$ cat src/rtl/core/hdf_pkg.sv
`timescale 1ns / 1ps
`default_nettype none
// ---------------------------------------------------------------------------
// hdf_pkg
// Shared types and constants of the hysteresis debounce filter.
// ---------------------------------------------------------------------------
package hdf_pkg;

	// Field widths
	localparam int SAMPLE_WIDTH  = 16;
	localparam int ELAPSED_WIDTH = 16;
	localparam int ACC_WIDTH     = 24;
	localparam int OUT_CNT_WIDTH = 32;
	localparam int OUT_DUR_WIDTH = 40;
	localparam int CFG_IDX_WIDTH = 2;
	localparam int CFG_DAT_WIDTH = 24;

	// Configuration register indexes
	localparam logic [CFG_IDX_WIDTH-1:0] REG_UPPER_THRESHOLD = 2'd0;
	localparam logic [CFG_IDX_WIDTH-1:0] REG_LOWER_THRESHOLD = 2'd1;
	localparam logic [CFG_IDX_WIDTH-1:0] REG_DEBOUNCE_TIME   = 2'd2;

	// Register reset values: 0.7 and 0.3 in Q2.14
	localparam logic signed [SAMPLE_WIDTH-1:0] UPPER_RESET = 16'sd11469;
	localparam logic signed [SAMPLE_WIDTH-1:0] LOWER_RESET = 16'sd4915;
	localparam logic [ACC_WIDTH-1:0]           DEBOUNCE_RESET = '0;

	typedef enum logic [1:0] {
		LVL_UNKNOWN = 2'd0,
		LVL_LOW     = 2'd1,
		LVL_HIGH    = 2'd2
	} level_t;

	typedef enum logic [1:0] {
		KIND_SAMPLE      = 2'd0,
		KIND_CLEAR_LEVEL = 2'd1,
		KIND_CLEAR_STATS = 2'd2
	} kind_t;

	// Level tracking state
	typedef struct packed {
		level_t                 confirmed;
		level_t                 pending;
		logic [ACC_WIDTH-1:0]   acc;
	} level_state_t;

	// Per-item flags
	typedef struct packed {
		logic changed;
		logic bounced;
	} step_flags_t;

endpackage : hdf_pkg
`default_nettype wire

$ cat src/rtl/core/hdf_step.sv
`timescale 1ns / 1ps
`default_nettype none
// ---------------------------------------------------------------------------
// hdf_step
// Next-state logic for one item: threshold compare, debounce accumulate,
// level confirm and saturating statistics update.
// ---------------------------------------------------------------------------
module hdf_step
	import hdf_pkg::*;
#(
	parameter int COUNT_WIDTH    = 32,
	parameter int DURATION_WIDTH = 40
) (
	input  wire kind_t                          kind,
	input  wire logic signed [SAMPLE_WIDTH-1:0] sample,
	input  wire logic [ELAPSED_WIDTH-1:0]       elapsed,
	input  wire logic signed [SAMPLE_WIDTH-1:0] upper_threshold,
	input  wire logic signed [SAMPLE_WIDTH-1:0] lower_threshold,
	input  wire logic [ACC_WIDTH-1:0]           debounce_time,
	input  wire level_state_t                   lvl_cur,
	input  wire logic [COUNT_WIDTH-1:0]         changes_cur,
	input  wire logic [COUNT_WIDTH-1:0]         bounces_cur,
	input  wire logic [COUNT_WIDTH-1:0]         updates_cur,
	input  wire logic [DURATION_WIDTH-1:0]      high_cur,
	input  wire logic [DURATION_WIDTH-1:0]      low_cur,
	output level_state_t                        lvl_nxt,
	output logic [COUNT_WIDTH-1:0]              changes_nxt,
	output logic [COUNT_WIDTH-1:0]              bounces_nxt,
	output logic [COUNT_WIDTH-1:0]              updates_nxt,
	output logic [DURATION_WIDTH-1:0]           high_nxt,
	output logic [DURATION_WIDTH-1:0]           low_nxt,
	output step_flags_t                         flags
);

	level_t                      target;
	logic [ACC_WIDTH-1:0]        acc_base;
	logic [ACC_WIDTH:0]          acc_sum;
	logic [ACC_WIDTH-1:0]        acc_new;
	logic [COUNT_WIDTH-1:0]      changes_inc;
	logic [COUNT_WIDTH-1:0]      bounces_inc;
	logic [COUNT_WIDTH-1:0]      updates_inc;
	logic [DURATION_WIDTH:0]     dur_sum;
	logic [DURATION_WIDTH-1:0]   dur_base;
	logic [DURATION_WIDTH-1:0]   dur_new;
	logic                        credit_low;

	// Hysteresis target: upper test wins, in-band holds the level
	always_comb begin
		if (sample >= upper_threshold) begin
			target = LVL_HIGH;
		end else if (sample <= lower_threshold) begin
			target = LVL_LOW;
		end else begin
			target = lvl_cur.confirmed;
		end
	end

	// Debounce accumulator: restart on a new pending target, saturate
	always_comb begin
		acc_base = (target != lvl_cur.pending) ? '0 : lvl_cur.acc;
		acc_sum  = {1'b0, acc_base} + (ACC_WIDTH+1)'(elapsed);
		acc_new  = acc_sum[ACC_WIDTH] ? '1 : acc_sum[ACC_WIDTH-1:0];
	end

	// Saturating increments
	assign changes_inc = (&changes_cur) ? changes_cur : changes_cur + COUNT_WIDTH'(1);
	assign bounces_inc = (&bounces_cur) ? bounces_cur : bounces_cur + COUNT_WIDTH'(1);
	assign updates_inc = (&updates_cur) ? updates_cur : updates_cur + COUNT_WIDTH'(1);

	// Duration credit: leaving high goes to low time, else high time
	always_comb begin
		credit_low = (lvl_cur.confirmed == LVL_HIGH);
		dur_base   = credit_low ? low_cur : high_cur;
		dur_sum    = {1'b0, dur_base} + (DURATION_WIDTH+1)'(elapsed);
		dur_new    = dur_sum[DURATION_WIDTH] ? '1 : dur_sum[DURATION_WIDTH-1:0];
	end

	// Next state per item kind
	always_comb begin
		lvl_nxt       = lvl_cur;
		changes_nxt   = changes_cur;
		bounces_nxt   = bounces_cur;
		updates_nxt   = updates_cur;
		high_nxt      = high_cur;
		low_nxt       = low_cur;
		flags.changed = 1'b0;
		flags.bounced = 1'b0;
		case (kind)
			KIND_SAMPLE: begin
				updates_nxt = updates_inc;
				if (debounce_time != '0) begin
					if (target != lvl_cur.confirmed) begin
						if (acc_new >= debounce_time) begin
							lvl_nxt.confirmed = target;
							lvl_nxt.pending   = LVL_UNKNOWN;
							lvl_nxt.acc       = '0;
							flags.changed     = 1'b1;
						end else begin
							lvl_nxt.pending = target;
							lvl_nxt.acc     = acc_new;
							bounces_nxt     = bounces_inc;
							flags.bounced   = 1'b1;
						end
					end else begin
						lvl_nxt.pending = LVL_UNKNOWN;
						lvl_nxt.acc     = '0;
					end
				end else if (target != lvl_cur.confirmed && target != LVL_UNKNOWN) begin
					lvl_nxt.confirmed = target;
					flags.changed     = 1'b1;
				end
				// Credit the confirmed change
				if (flags.changed) begin
					changes_nxt = changes_inc;
					if (credit_low) begin
						low_nxt = dur_new;
					end else begin
						high_nxt = dur_new;
					end
				end
			end
			KIND_CLEAR_LEVEL: begin
				lvl_nxt.confirmed = LVL_UNKNOWN;
				lvl_nxt.pending   = LVL_UNKNOWN;
				lvl_nxt.acc       = '0;
			end
			KIND_CLEAR_STATS: begin
				changes_nxt = '0;
				bounces_nxt = '0;
				updates_nxt = '0;
				high_nxt    = '0;
				low_nxt     = '0;
			end
			default: begin
				// Unused kind: state holds
			end
		endcase
	end

endmodule : hdf_step
`default_nettype wire

$ cat src/rtl/core/hysteresis_debounce_filter_unit.sv
`timescale 1ns / 1ps
`default_nettype none
// Path: an accepted item sits in the input register, then its result in the
// result register, where it holds until taken. State update is a single
// compare/add pass; throughput is one item per cycle while results are taken.
// Reset: arst_n clears level state, statistics and both pipeline valids, and
// loads the threshold and debounce registers with their defaults.
// ---------------------------------------------------------------------------
// hysteresis_debounce_filter_unit
// Schmitt trigger with debounce hold-off and saturating level statistics.
// ---------------------------------------------------------------------------
module hysteresis_debounce_filter_unit
	import hdf_pkg::*;
#(
	parameter int COUNT_WIDTH    = 32,
	parameter int DURATION_WIDTH = 40
) (
	input  wire logic                     clk,
	input  wire logic                     arst_n,
	// Input items
	input  wire logic                     s_tvalid,
	output logic                          s_tready,
	input  wire logic [31:0]              s_tdata,   // sample[15:0], elapsed[31:16]
	input  wire logic [1:0]               s_tuser,   // kind[1:0]
	// Result items
	output logic                          m_tvalid,
	input  wire logic                     m_tready,
	// level[1:0], changed[2], previous_level[4:3], bounce_filtered[5],
	// change_count[37:6], bounce_count[69:38], update_count[101:70],
	// high_time[141:102], low_time[181:142], zero fill[183:182]
	output logic [183:0]                  m_tdata,
	// Configuration writes
	input  wire logic                     cfg_valid,
	output logic                          cfg_ready,
	input  wire logic [CFG_IDX_WIDTH-1:0] cfg_index,
	input  wire logic [CFG_DAT_WIDTH-1:0] cfg_data
);

	// Configuration registers
	logic signed [SAMPLE_WIDTH-1:0] upper_q;
	logic signed [SAMPLE_WIDTH-1:0] lower_q;
	logic [ACC_WIDTH-1:0]           debounce_q;

	// Input register
	logic                           valid_s1;
	kind_t                          kind_s1;
	logic signed [SAMPLE_WIDTH-1:0] sample_s1;
	logic [ELAPSED_WIDTH-1:0]       elapsed_s1;

	// Filter state
	level_state_t                   lvl_q;
	logic [COUNT_WIDTH-1:0]         changes_q;
	logic [COUNT_WIDTH-1:0]         bounces_q;
	logic [COUNT_WIDTH-1:0]         updates_q;
	logic [DURATION_WIDTH-1:0]      high_q;
	logic [DURATION_WIDTH-1:0]      low_q;

	// Next state
	level_state_t                   lvl_nxt;
	logic [COUNT_WIDTH-1:0]         changes_nxt;
	logic [COUNT_WIDTH-1:0]         bounces_nxt;
	logic [COUNT_WIDTH-1:0]         updates_nxt;
	logic [DURATION_WIDTH-1:0]      high_nxt;
	logic [DURATION_WIDTH-1:0]      low_nxt;
	step_flags_t                    flags;

	// Result register
	logic                           valid_s2;
	level_t                         level_s2;
	level_t                         prev_s2;
	step_flags_t                    flags_s2;
	logic [OUT_CNT_WIDTH-1:0]       changes_s2;
	logic [OUT_CNT_WIDTH-1:0]       bounces_s2;
	logic [OUT_CNT_WIDTH-1:0]       updates_s2;
	logic [OUT_DUR_WIDTH-1:0]       high_s2;
	logic [OUT_DUR_WIDTH-1:0]       low_s2;

	logic                           advance;
	logic                           in_fire;

	// Handshake: advance when the result slot is free or being taken
	assign advance   = valid_s1 && (!valid_s2 || m_tready);
	assign s_tready  = !valid_s1 || advance;
	assign in_fire   = s_tvalid && s_tready;
	assign cfg_ready = 1'b1;

	// Write configuration registers
	always_ff @(posedge clk or negedge arst_n) begin
		if (!arst_n) begin
			upper_q    <= UPPER_RESET;
			lower_q    <= LOWER_RESET;
			debounce_q <= DEBOUNCE_RESET;
		end else if (cfg_valid && cfg_ready) begin
			case (cfg_index)
				REG_UPPER_THRESHOLD: upper_q    <= cfg_data[SAMPLE_WIDTH-1:0];
				REG_LOWER_THRESHOLD: lower_q    <= cfg_data[SAMPLE_WIDTH-1:0];
				REG_DEBOUNCE_TIME:   debounce_q <= cfg_data[ACC_WIDTH-1:0];
				default: begin
				end
			endcase
		end
	end

	// Capture the input item
	always_ff @(posedge clk or negedge arst_n) begin
		if (!arst_n) begin
			valid_s1 <= 1'b0;
		end else if (s_tready) begin
			valid_s1 <= s_tvalid;
		end
	end

	always_ff @(posedge clk) begin
		if (in_fire) begin
			kind_s1    <= kind_t'(s_tuser);
			sample_s1  <= s_tdata[15:0];
			elapsed_s1 <= s_tdata[31:16];
		end
	end

	hdf_step #(
		.COUNT_WIDTH    (COUNT_WIDTH),
		.DURATION_WIDTH (DURATION_WIDTH)
	) u_step (
		.kind            (kind_s1),
		.sample          (sample_s1),
		.elapsed         (elapsed_s1),
		.upper_threshold (upper_q),
		.lower_threshold (lower_q),
		.debounce_time   (debounce_q),
		.lvl_cur         (lvl_q),
		.changes_cur     (changes_q),
		.bounces_cur     (bounces_q),
		.updates_cur     (updates_q),
		.high_cur        (high_q),
		.low_cur         (low_q),
		.lvl_nxt         (lvl_nxt),
		.changes_nxt     (changes_nxt),
		.bounces_nxt     (bounces_nxt),
		.updates_nxt     (updates_nxt),
		.high_nxt        (high_nxt),
		.low_nxt         (low_nxt),
		.flags           (flags)
	);

	// Update filter state as the item passes
	always_ff @(posedge clk or negedge arst_n) begin
		if (!arst_n) begin
			lvl_q.confirmed <= LVL_UNKNOWN;
			lvl_q.pending   <= LVL_UNKNOWN;
			lvl_q.acc       <= '0;
			changes_q       <= '0;
			bounces_q       <= '0;
			updates_q       <= '0;
			high_q          <= '0;
			low_q           <= '0;
		end else if (advance) begin
			lvl_q     <= lvl_nxt;
			changes_q <= changes_nxt;
			bounces_q <= bounces_nxt;
			updates_q <= updates_nxt;
			high_q    <= high_nxt;
			low_q     <= low_nxt;
		end
	end

	// Hold the result until taken
	always_ff @(posedge clk or negedge arst_n) begin
		if (!arst_n) begin
			valid_s2 <= 1'b0;
		end else if (advance) begin
			valid_s2 <= 1'b1;
		end else if (m_tready) begin
			valid_s2 <= 1'b0;
		end
	end

	always_ff @(posedge clk) begin
		if (advance) begin
			level_s2   <= lvl_nxt.confirmed;
			prev_s2    <= lvl_q.confirmed;
			flags_s2   <= flags;
			changes_s2 <= OUT_CNT_WIDTH'(changes_nxt);
			bounces_s2 <= OUT_CNT_WIDTH'(bounces_nxt);
			updates_s2 <= OUT_CNT_WIDTH'(updates_nxt);
			high_s2    <= OUT_DUR_WIDTH'(high_nxt);
			low_s2     <= OUT_DUR_WIDTH'(low_nxt);
		end
	end

	// Pack the result item
	assign m_tvalid = valid_s2;
	assign m_tdata  = {2'b00, low_s2, high_s2, updates_s2, bounces_s2, changes_s2,
		flags_s2.bounced, prev_s2, flags_s2.changed, level_s2};

endmodule : hysteresis_debounce_filter_unit
`default_nettype wire

$ cat config.mk
export PLATFORM = sky130hd
export DESIGN_NAME = hysteresis_debounce_filter_unit
export DESIGN_NICKNAME = d
export VERILOG_FILES = /design/src/rtl/core/hdf_pkg.sv /design/src/rtl/core/hdf_step.sv /design/src/rtl/core/hysteresis_debounce_filter_unit.sv
export SDC_FILE = /design/constraint.sdc
export NUM_CORES = 1
export LEC_CHECK = 0
export ABC_CLOCK_PERIOD_IN_PS = 10500
export BUFFER_PORTS_ARGS = -buffer_cell sky130_fd_sc_hd__buf_2
export CAP_MARGIN = 20
export CORE_MARGIN = 8
export CORE_UTILIZATION = 59
export DETAILED_ROUTE_END_ITERATION = 12
export PLACE_DENSITY_LB_ADDON = 0.05
export SLEW_MARGIN = 10
export SYNTH_ARGS = -nofsm -noshare
export SYNTH_HDL_FRONTEND = slang
export SYNTH_SLANG_ARGS = --single-unit
$ cat constraint.sdc
create_clock -name clk -period 10.5 [get_ports clk]
set_clock_uncertainty 0.2 [all_clocks]
set_input_delay 2.625 -clock clk [delete_from_list [all_inputs] [get_ports clk]]
set_output_delay 2.625 -clock clk [all_outputs]
set_load 0.1 [all_outputs]
==> metrics <==
run status=completed; root buf cell=clkbuf_16; Sequential Power Share=0.432; CTS Sinks=478; Seq/Total Area, Yosys=0.513; cell taking the most area after synthesis=edfxtp_1; Avg WL per Cell=20.4 um; H-Tree Depth=2; WP data required=10.83 ns; DRC=0; EDFF count, synth=216; final-stage net count=2914; Hold WC Path Type=flop to flop; Num CTS Buffers=52; Starting Density=0.594; number of global-route vias before repair=20600; VDD IR max=0.126 mV; 1st-pass router iterations=6; final setup violation count=0; GRT Total Usage=0.270; DR vias/cell=6.15; CTS tree=yes; chip width=224 um; port bufs=248; Bufs and invs on worst path=3; clk slew on worst S/H paths=0.06 ns; Hold EP=lvl_q[0]; Post-Syn Area=25500 sq um; Netlist cell types=79; multi-input logic area=11600 sq um; gr busiest metal=met2; total congestion overflow=0; Setup TNS=0 ns; dpl cells=3284; Area growth, synth to finish=13.9%; Slew @ Worst Pin=0.983 ns; via count=20800; Largest delay share family, worst path=simple AND/OR/NAND/NOR gates; Non-Filler Instances=3383; Worst path max stage delay=0.58 ns; CP Launch Type=flop; fill count=3352; RSZ-0062 raised after global routing=false; switch share=0.324; Placed Area=27200 sq um; ys async rst share=0.548; syn avg cell area=9.97 sq um; Switch Pwr=1660 uW; Worst slew margin=0.345; share of layout cells above drive strength 1=0.163; core footprint=42900 sq um; Primary FF master, synth=dfrtp_1; drt total wl=69100 um; met3 track demand over resource=0.0449; post-synth top area share=0.255; Clk pwr share=0.367; kind of critical path=flop to flop; Max-cap violations=0; fin. max-slew vios=0; Worst Path Arrival=10.05 ns; DIE AREA=50100 sq um; clock latency at the later pin of the worst-skew pair=0.61 ns; Syn Inst Count=2554; cell-internal power=3460 uW; RR Endpoint=changes_q[15]; Post-CTS Setup Bufs=0; Final Cycle Share=0.926; P_leak=0.0124 uW; # diodes=0; first-pass GRT wire length=110000 um; Sequential cell area=13100 sq um; critical path fanouts, max=37; cell area power density=176 nW/um^2; Power Total=5120 uW; WHS Path Cells=2; worst r2r src=lower_q[1]; drt initial violations=1845; hpwl dp=46300 um; antenna violations before repair=0; placer congestion estimate=0.901; reg-to-reg slack, setup=0.78 ns; GR Util met1=0.367; maximum clock frequency=103 MHz; largest net degree at the start of global routing=155; yosys warns=0; I/O pins=252; Final min period=9.72 ns; Area contributors post-synth=edfxtp_1, dfrtp_1, nand2_1; hold_sp=lvl_q[0]; r2r worst-path depth=33; Seq cells post-synth=478; endpoint type of the worst setup path=flop; Gate power share=0.201; fin area=29000 sq um; ANT nets after route=0; Longest Clk Path Bufs=3; Rows=76; slowest stage cell on the critical path=or4_1; routing usage on met2=0.440; endpoints failing hold=0; chip height=224 um
[cell usage after synthesis, types with 28 or more instances]
master	n
nor2_1	183
or3_1	43
nand4_1	50
clkbuf_1	110
nor3_1	38
o31ai_1	30
o21ai_0	224
xor2_1	49
a22o_1	78
a31oi_1	28
mux2i_1	29
edfxtp_1	216
inv_1	97
xnor2_1	74
nand3_1	90
mux2_2	43
and2_1	35
nand2_1	349
a21oi_1	99
and3_1	51
o211ai_1	28
ha_1	91
dfrtp_1	247
[layout make-up]
cell class / instances / share of cell area
clock buffer: 68 / 0.0494
clock inverter: 28 / 0.0105
inverter: 97 / 0.0128
multi-input combinational: 1846 / 0.399
sequential: 478 / 0.450
tap: 585 / 0.0252
timing repair buffer: 281 / 0.0526
[power by group through the flow]
stage	Sequential, uW	Clock, uW	Combinational (uW)
2_1_floorplan	2590	0	423
3_3_place_gp	2240	0	1000
3_5_place_dp	2240	0	1020
4_1_cts	2210	1910	1030
5_1_grt	2220	1970	1110
6_report	2210	1880	1030
[cells in the final DEF (no fill, tap or decap), types with 8 or more instances in the layout]
cell type and n:
o211ai_1 28, a21oi_1 98, a31oi_1 28, o31ai_1 30, nand2b_1 18, inv_1 96
nand3_1 90, clkbuf_1 10, xnor2_1 74, o21a_1 8, and2_1 35, or3_1 43
nand4_1 50, clkinv_2 10, and3_1 51, clkbuf_16 53, o21ai_0 224, mux2_2 43
nor3_1 37, ha_1 91, a21o_1 25, nor4_1 16, mux2i_1 29, or4_1 19
dfrtp_1 247, xor2_1 49, dfstp_2 15, and4_1 13, o21bai_1 8, o21ai_1 14
nor2_1 180, buf_4 30, a22o_1 78, buf_2 247, a211oi_1 9, nand2_1 346
nand3b_1 8, edfxtp_1 216
[stage by stage]
step	hold WS, ns	worst slack (ns)	utilization
floorplan	0.220	1.08	-
global placement	0.266	0.938	0.635
detailed placement	0.277	0.575	0.635
CTS	0.293	0.514	0.675
global route	0.324	0.112	0.677
finish	0.288	0.780	0.677
[worst reg2reg max path, delay by kind of cell, from the launching register on]
kind / cells / cell delay (ns)
adders and majority gates: 4 / 1.23
DFF: 1 / 0.53
AOI/OAI and AO/OA: 11 / 2.69
and+or+nand+nor: 14 / 4.05
muxes: 1 / 0.25
buffers and inverters: 3 / 0.70
[registers in the layout, indices dropped and copies added, names as in the netlist, 24 cells and up]
| name | cells |
|---|---|
| high_q | 40 |
| high_s2 | 40 |
| low_q | 40 |
| low_s2 | 40 |
| bounces_q | 32 |
| bounces_s2 | 32 |
| changes_q | 32 |
| changes_s2 | 32 |
| updates_q | 32 |
| updates_s2 | 32 |
| lvl_q | 28 |
| debounce_q | 24 |
[how the worst max path moves through the flow]
stage / from / to / slack, ns / depth (start not counted)
floorplan: m_tready / updates_q[15] / 1.08 / 8
global placement: upper_q[2] / changes_q[15] / 0.94 / 33
detailed placement: upper_q[2] / changes_q[15] / 0.58 / 33
CTS: upper_q[2] / changes_q[15] / 0.51 / 33
global route: sample_s1[5] / changes_s2[17] / 0.11 / 32
finish: lower_q[1] / changes_q[15] / 0.78 / 33
[routing by layer]
layer	routed length, um	share of wire
met4	2090	0.030
met2	32600	0.47
met5	0	0
met3	4930	0.071
met1	29500	0.43
[logic make-up (layout without fill, tap and decap cells)]
| kind of cell | after synthesis | count (layout) | share of synthesized area |
|---|---|---|---|
| XOR/XNOR | 123 | 123 | 0.0423 |
| other | 2 | 3 | 0.000295 |
| AO/OA/AOI/OAI | 610 | 610 | 0.154 |
| multiplexers | 72 | 72 | 0.0304 |
| flip-flops | 478 | 478 | 0.513 |
| AND/OR/NAND/NOR | 945 | 945 | 0.179 |
| adder cells (fa/ha/maj) | 93 | 93 | 0.0463 |
| buffers and inverters | 231 | 474 | 0.0352 |
[repair_timing]
action / 4_1_cts / 5_1_grt
endpoints found under the setup margin: 0 / 124
endpoints found under the hold margin: 0 / 0
resized for setup: 0 / 3
hold buffers: 0 / 0
(Power assumes the default switching activity.)
